===== src/rtl/pgf_pkg.sv =====
// Shared constants for the pairwise gravity force pipeline.
// No dependencies; used by pgf_mul, pgf_div and pairwise_gravity_force.
package pgf_pkg;

	localparam int CHUNK_W    = 32;   // partial product operand width
	localparam int GRAV_W     = 32;   // grav_constant register width, Q8.24
	localparam int GRAV_FRAC  = 24;   // fraction bits of grav_constant
	localparam int FORCE_W    = 48;   // width of each force component
	localparam int OUT_W      = 3 * FORCE_W;
	localparam int FLAG_ZERO  = 0;    // tuser bit: coincident positions
	localparam int FLAG_SAT   = 1;    // tuser bit: a component was clipped
	localparam int FLAG_W     = 2;

	localparam logic [GRAV_W-1:0]  GRAV_RESET = GRAV_W'(1);
	localparam logic [FORCE_W-1:0] FORCE_MAX  = {1'b0, {(FORCE_W-1){1'b1}}};
	localparam logic [FORCE_W-1:0] FORCE_MIN  = {1'b1, {(FORCE_W-1){1'b0}}};

endpackage


===== src/rtl/pgf_mul.sv =====
// Two-stage unsigned multiplier: 32x32 partial products, then their sum.
// Depends on pgf_pkg for the chunk width.
module pgf_mul #(
	parameter int WA = 32,
	parameter int WB = 32
) (
	input  logic             clk,
	input  logic             en,
	input  logic [WA-1:0]    a,
	input  logic [WB-1:0]    b,
	output logic [WA+WB-1:0] p
);

	localparam int CW = pgf_pkg::CHUNK_W;
	localparam int NA = (WA + CW - 1) / CW;
	localparam int NB = (WB + CW - 1) / CW;
	localparam int PA = NA * CW;
	localparam int PB = NB * CW;
	localparam int PW = PA + PB;

	logic [PA-1:0]     a_pad;
	logic [PB-1:0]     b_pad;
	logic [2*CW-1:0]   pp_s1 [NA*NB];
	logic [PW-1:0]     acc;
	logic [PW-1:0]     p_s2;

	assign a_pad = PA'(a);
	assign b_pad = PB'(b);

	always_ff @(posedge clk) begin
		if (en) begin
			for (int i = 0; i < NA; i++) begin
				for (int j = 0; j < NB; j++) begin
					pp_s1[i*NB+j] <= (2*CW)'(a_pad[i*CW +: CW]) * (2*CW)'(b_pad[j*CW +: CW]);
				end
			end
		end
	end

	always_comb begin
		acc = '0;
		for (int i = 0; i < NA; i++) begin
			for (int j = 0; j < NB; j++) begin
				acc = acc + (PW'(pp_s1[i*NB+j]) << ((i + j) * CW));
			end
		end
	end

	always_ff @(posedge clk) begin
		if (en) begin
			p_s2 <= acc;
		end
	end

	assign p = p_s2[WA+WB-1:0];

endmodule


===== config.mk =====
export PLATFORM = sky130hd
export DESIGN_NAME = pgf_mul
export DESIGN_NICKNAME = d
export VERILOG_FILES = /design/src/rtl/pgf_pkg.sv /design/src/rtl/pgf_mul.sv
export SDC_FILE = /design/constraint.sdc
export NUM_CORES = 2
export LEC_CHECK = 0
export BUFFER_PORTS_ARGS = -buffer_cell sky130_fd_sc_hd__buf_4
export CAP_MARGIN = 20
export CORE_ASPECT_RATIO = 1.5
export CORE_UTILIZATION = 67
export CTS_CLUSTER_DIAMETER = 30
export DETAILED_ROUTE_END_ITERATION = 12
export PLACE_DENSITY = 0.95
export SLEW_MARGIN = 0
export SYNTH_ARGS = -nofsm -noshare
export SYNTH_HDL_FRONTEND = slang
export SYNTH_SLANG_ARGS = --single-unit

===== constraint.sdc =====
create_clock -name clk -period 18.3 [get_ports clk]
set_clock_uncertainty 0.05 [all_clocks]
set_input_delay 0.915 -clock clk [delete_from_list [all_inputs] [get_ports clk]]
set_output_delay 0.915 -clock clk [all_outputs]
set_load 0.005 [all_outputs]

**After elaboration in Yosys (flattened, before gate mapping)**

Memories as Yosys holds them, arrays and structs flattened. A register that Yosys moved wholly into a read port is not among the register bits.
Cells that the tools add are included.

- $mul: 1
- Multiplexer cells: 2

Operators by type and width:

| cell | number |
|---|---|
| 32-bit by 32-bit multiplier with 64-bit output | 1 |
| 1-bit 2-to-1 mux | 2 |

- Memories kept: 1
- Word-level logic and storage cells: 4
- Register bits: 0
- RAM bits: 64
- Input bits: 66

Memories:

| memory | words | width | rd ports | clocked after Yosys merged registers in | write ports | RTL line | RTL |
|---|---|---|---|---|---|---|---|
| pp_s1 | 1 | 64 | 1 | 1 | 1 | pgf_mul.sv:23 | `logic [2*CW-1:0] pp_s1 [NA*NB];` |

**Logic depth before layout (Yosys ltp)**

- Depth after elaboration: 2
- Gate-level depth with buffers: 29

**Least setup slack after synthesis**

OpenSTA, ideal clock, no wires.

- Path kind: input to register
- From: input port b[9]
- To: memory pp_s1[0][60] (netlist name), data pin
- Stages: 26
- Setup time: 0.262 ns
- Data required time: 17.988 ns
- Arrival: 7.974 ns
- Setup slack: 10.014 ns
- Cell sequence: clkbuf_1 nand2_1 fa_1 inv_1 fa_1 inv_1 fa_1 inv_1 fa_1 fa_1 fa_1 fa_1 inv_1 fa_1 inv_1 ha_1 and3_1 and3_2 and2_4 a2111o_1 a32oi_1 a31oi_1 a221o_1 a221oi_1 o21ai_1 xor2_1

- Longest elaborated chain between the ends: 1

RTL lines:

| element | RTL line | RTL |
|---|---|---|
| start: declaration | pgf_mul.sv:10 | `input logic [WB-1:0] b,` |
| 32-bit by 32-bit multiplier with 64-bit output | pgf_mul.sv:34 | `pp_s1[i*NB+j] <= (2*CW)'(a_pad[i*CW +: CW]) * (2*CW)'(b_pad[j*CW +: CW]);` |
| end: declaration | pgf_mul.sv:23 |  |

Every way passes these cells.

**Final worst setup path**

- From: input port b[17]
- To: memory pp_s1[0][60] (netlist name), data pin

Same word-level chain as after synthesis.

==> impl_summary.txt <==
----------------------------------------------------
[CTS]
  Count of instances resized after the clock tree is built ... 0
  Master cell of the clock root buffer ... sky130_fd_sc_hd__clkbuf_16
  Post-CTS Setup Inserts ... 0
  CTS tree ... built
  H-tree level count ... 4
  Number of buffers inserted for hold repair after clock tree synthesis ... 0
  Clock transition at path regs ... 0.11 ns
  Cts bufs inserted ... 17
  Sink Count ... ~130
  Maximum buffer depth of the clock tree ... 2
  Clock latency at the later pin of the worst-skew pair ... 0.54 ns

[Logic synthesis]
  Biggest area consumer among synthesized cells ... sky130_fd_sc_hd__fa_1
  Synthesized instance count ... ~3800
  Unique cell type count in the Yosys netlist ... 71
  Mean cell area of the mapped netlist ... approximately 9.8 um2
  Sequential element share of the synthesized area ... between 10% and 20%
  Synth Cell Area ... between 30000 and 40000 um2
  Most instantiated cells after synthesis ... sky130_fd_sc_hd__fa_1, sky130_fd_sc_hd__inv_1, sky130_fd_sc_hd__and2_1
  Flip-flop cell with the highest count after synthesis ... sky130_fd_sc_hd__edfxtp_1
  Most instantiated library cell after synthesis ... sky130_fd_sc_hd__fa_1
  Yosys reg bits ... 128
  Total of warnings raised by yosys ... 0
  EDFF count, synth ... 128
  Syn Nets ... 5016
  Area share of the largest cell type after synthesis ... 48.3%
  Largest cells by area after synthesis ... sky130_fd_sc_hd__fa_1, sky130_fd_sc_hd__edfxtp_1, sky130_fd_sc_hd__and2_1
  FFs w/ async S/R, synth ... 0%

[Global routing]
  Global-route wire length before repair ... around 170 mm
  Via count of the first global-routing pass ... between 30000 and 40000
  Sum of overflow across all layers after global routing ... 0
  Largest net degree at the start of global routing ... slightly below 70
  Initial antenna violation count ... 1
  Total global routing track utilization ... 41.2%

[Drt]
  Drt via density ... around 6.3
  WL final ... roughly 110 mm
  Detailed-router iteration count before antenna repair ... 8
  Initial drt markers ... just under 3000
  Via count ... between 20000 and 30000
  ANT nets after route ... 0
  Average wire per cell in the routed design ... 24.2 um
  # DRC ... 0

[Worst setup path]
  Setup Crit Path Kind ... input pin to register
  Category of the worst setup path launch point ... input pin
  Arr. time, crit path ... a little over 9 ns
  Top fanout value on the critical path ... 32
  Crit path from ... b[17]
  Minimum setup slack among reg-to-reg paths ... roughly 18 ns
  CP required ... around 19 ns
  Critical register-to-register path endpoint ... p[60]
  Critical path endpoint category ... register
  Reg2Reg Depth ... 0
  Worst R2R Start ... pp_s1[0][60]

[Layout]
  Fraction of layout cells with a size suffix above 1 ... 4.76%
  Register Area ... slightly below 4000 um2
  Area used by multi-input combinational logic ... between 20000 and 30000 um2
  Synthesis-to-finish area growth ... 4.15%
  Filler cells ... between 3000 and 4000
  Number of nets at the end of the flow ... 4952

[Run status]
  Result of the run ... finished clean

[Placement]
  Pre-CTS setup slack ... 9.18 ns
  Last weighted congestion value of the routability-driven placer ... around 0.99
  Final HPWL from detailed placement ... about 80 mm
  Port buffer count ... 129

[Timing]
  Time the final worst path needs with I/O delays and setup ... between 8 and 9 ns
  RSZ-0062 raised after global routing ... no
  Setup violations, final ... 0
  Final period util ... between 40% and 50%
  Max-slew headroom at the worst pin ... 17.5%
  Slew @ Worst Pin ... approximately 1.2 ns
  Slew Limit Fails ... 0
  Final Hold Vio Count ... 0
  Fmax ... ~110 MHz
  Crit path setup slack, layout ... approximately 9.4 ns
  Final-layout setup total negative slack ... 0 ns

[Floorplanning]
  IO Pins ... 130
  Number of cell rows ... 105
  Area of the die ... roughly 56000 um2
  Standard cell core area ... about 55000 um2
  Height of the die ... approximately 290 um
  Initial cell density of the core ... 67.9%
  Die Wd ... about 190 um

[Worst hold path]
  Hold Path Depth ... 0
  Worst min-delay path category ... register to register
  Min-delay src ... pp_s1[0][22]
  Worst hold endpoint ... p[22]

[Run]
  Count of max-cap constraint violations ... 0

----------------------------------------------------
per-stage QoR:
stage / area [um2] / instances / hold WS, ns / util [%]
after CTS: 38600 / 4434 / 0.366 / 70.7
after global placement: 38100 / 4402 / 0.351 / 69.6
after global routing: 38600 / 4435 / 0.370 / 70.7
after floorplan: 37100 / 3791 / 0.350 / -
final: 38600 / 4437 / 0.364 / 70.7
after detailed placement: 38100 / 4402 / 0.355 / 69.6
layer usage:
metal	wire length [um]	GRT usage [%]	part of all wire, %
met3	12400	15.0	12
met1	29000	40.2	27
met2	51700	65.7	48
met5	0	0	0
met4	14500	42.7	13
layout by cell type, fill, tap and decap left out, types with 2 or more instances in the layout:
master	instances
sky130_fd_sc_hd__fa_1	896
sky130_fd_sc_hd__inv_1	861
sky130_fd_sc_hd__and2_1	599
sky130_fd_sc_hd__nand2_1	473
sky130_fd_sc_hd__ha_1	263
sky130_fd_sc_hd__buf_4	129
sky130_fd_sc_hd__edfxtp_1	128
sky130_fd_sc_hd__a21oi_1	65
sky130_fd_sc_hd__o21ai_0	36
sky130_fd_sc_hd__xnor2_1	35
sky130_fd_sc_hd__a21o_1	32
sky130_fd_sc_hd__nor2_1	31
sky130_fd_sc_hd__xor2_1	27
sky130_fd_sc_hd__nand4_1	18
sky130_fd_sc_hd__clkbuf_16	17
sky130_fd_sc_hd__a31oi_1	15
sky130_fd_sc_hd__nand3_1	10
sky130_fd_sc_hd__o21bai_1	9
sky130_fd_sc_hd__and3_1	8
sky130_fd_sc_hd__nor3_1	7
sky130_fd_sc_hd__o21ai_1	4
sky130_fd_sc_hd__a211oi_1	4
sky130_fd_sc_hd__o21a_1	4
sky130_fd_sc_hd__nor2b_1	3
sky130_fd_sc_hd__nand2b_1	3
sky130_fd_sc_hd__clkinv_2	3
sky130_fd_sc_hd__inv_6	3
sky130_fd_sc_hd__clkinv_1	3
sky130_fd_sc_hd__diode_2	2
sky130_fd_sc_hd__a21o_2	2
sky130_fd_sc_hd__a211o_1	2
sky130_fd_sc_hd__a221oi_1	2
sky130_fd_sc_hd__o31ai_1	2
sky130_fd_sc_hd__clkinv_4	2
sky130_fd_sc_hd__bufinv_16	2
cell families after synthesis:
logic type      after synthesis  synth area share (%)
mux                           1                0.0270
compound gates              202                  3.58
flops                       128                  10.4
xor+xnor                     62                  1.46
fa+ha+maj                  1159                  57.2
buf+inv                    1075                  11.1
simple gates               1164                  16.2
registers in the layout, indices dropped and copies added, names as in the netlist:
| register | count |
|---|---|
| pp_s1 | 64 |
| p | 64 |
worst max path at each step:
stage / endpoint / slack (ns) / cells after the start
floorplan: pp_s1[0][60] / 10.01 / 26
global placement: pp_s1[0][60] / 9.34 / 26
detailed placement: pp_s1[0][60] / 9.18 / 26
CTS: pp_s1[0][60] / 9.67 / 25
global route: pp_s1[0][60] / 9.33 / 25
finish: pp_s1[0][60] / 9.42 / 25
area by class of cell:
type | count | share of cell area [%]
clock buffer | 18 | 1.11
clock inverter | 14 | 0.356
timing repair buffer | 131 | 2.56
sequential | 128 | 9.95
antenna | 2 | 0.0130
tap | 695 | 2.25
inverter | 861 | 8.36
multi-input combinational | 2588 | 75.4
worst max-delay path: stages:
cell and delay (ns):
sky130_fd_sc_hd__buf_4 0.24, sky130_fd_sc_hd__and2_1 0.24, sky130_fd_sc_hd__fa_1 0.53, sky130_fd_sc_hd__inv_1 0.07, sky130_fd_sc_hd__fa_1 0.58, sky130_fd_sc_hd__inv_1 0.08
sky130_fd_sc_hd__fa_1 0.50, sky130_fd_sc_hd__fa_1 0.77, sky130_fd_sc_hd__fa_1 0.54, sky130_fd_sc_hd__fa_1 0.48, sky130_fd_sc_hd__fa_1 0.52, sky130_fd_sc_hd__inv_1 0.06
sky130_fd_sc_hd__fa_1 0.48, sky130_fd_sc_hd__inv_1 0.04, sky130_fd_sc_hd__ha_1 0.34, sky130_fd_sc_hd__and3_1 0.19, sky130_fd_sc_hd__and3_2 0.23, sky130_fd_sc_hd__and2_4 0.17
sky130_fd_sc_hd__a2111o_1 0.40, sky130_fd_sc_hd__a32oi_1 0.35, sky130_fd_sc_hd__a31oi_1 0.27, sky130_fd_sc_hd__a221o_1 0.44, sky130_fd_sc_hd__a221oi_1 0.39, sky130_fd_sc_hd__o21ai_1 0.13
sky130_fd_sc_hd__xor2_1 0.15
Power is not shown: default switching activity piles up to over one toggle a cycle in this logic, so the estimate is an artifact.
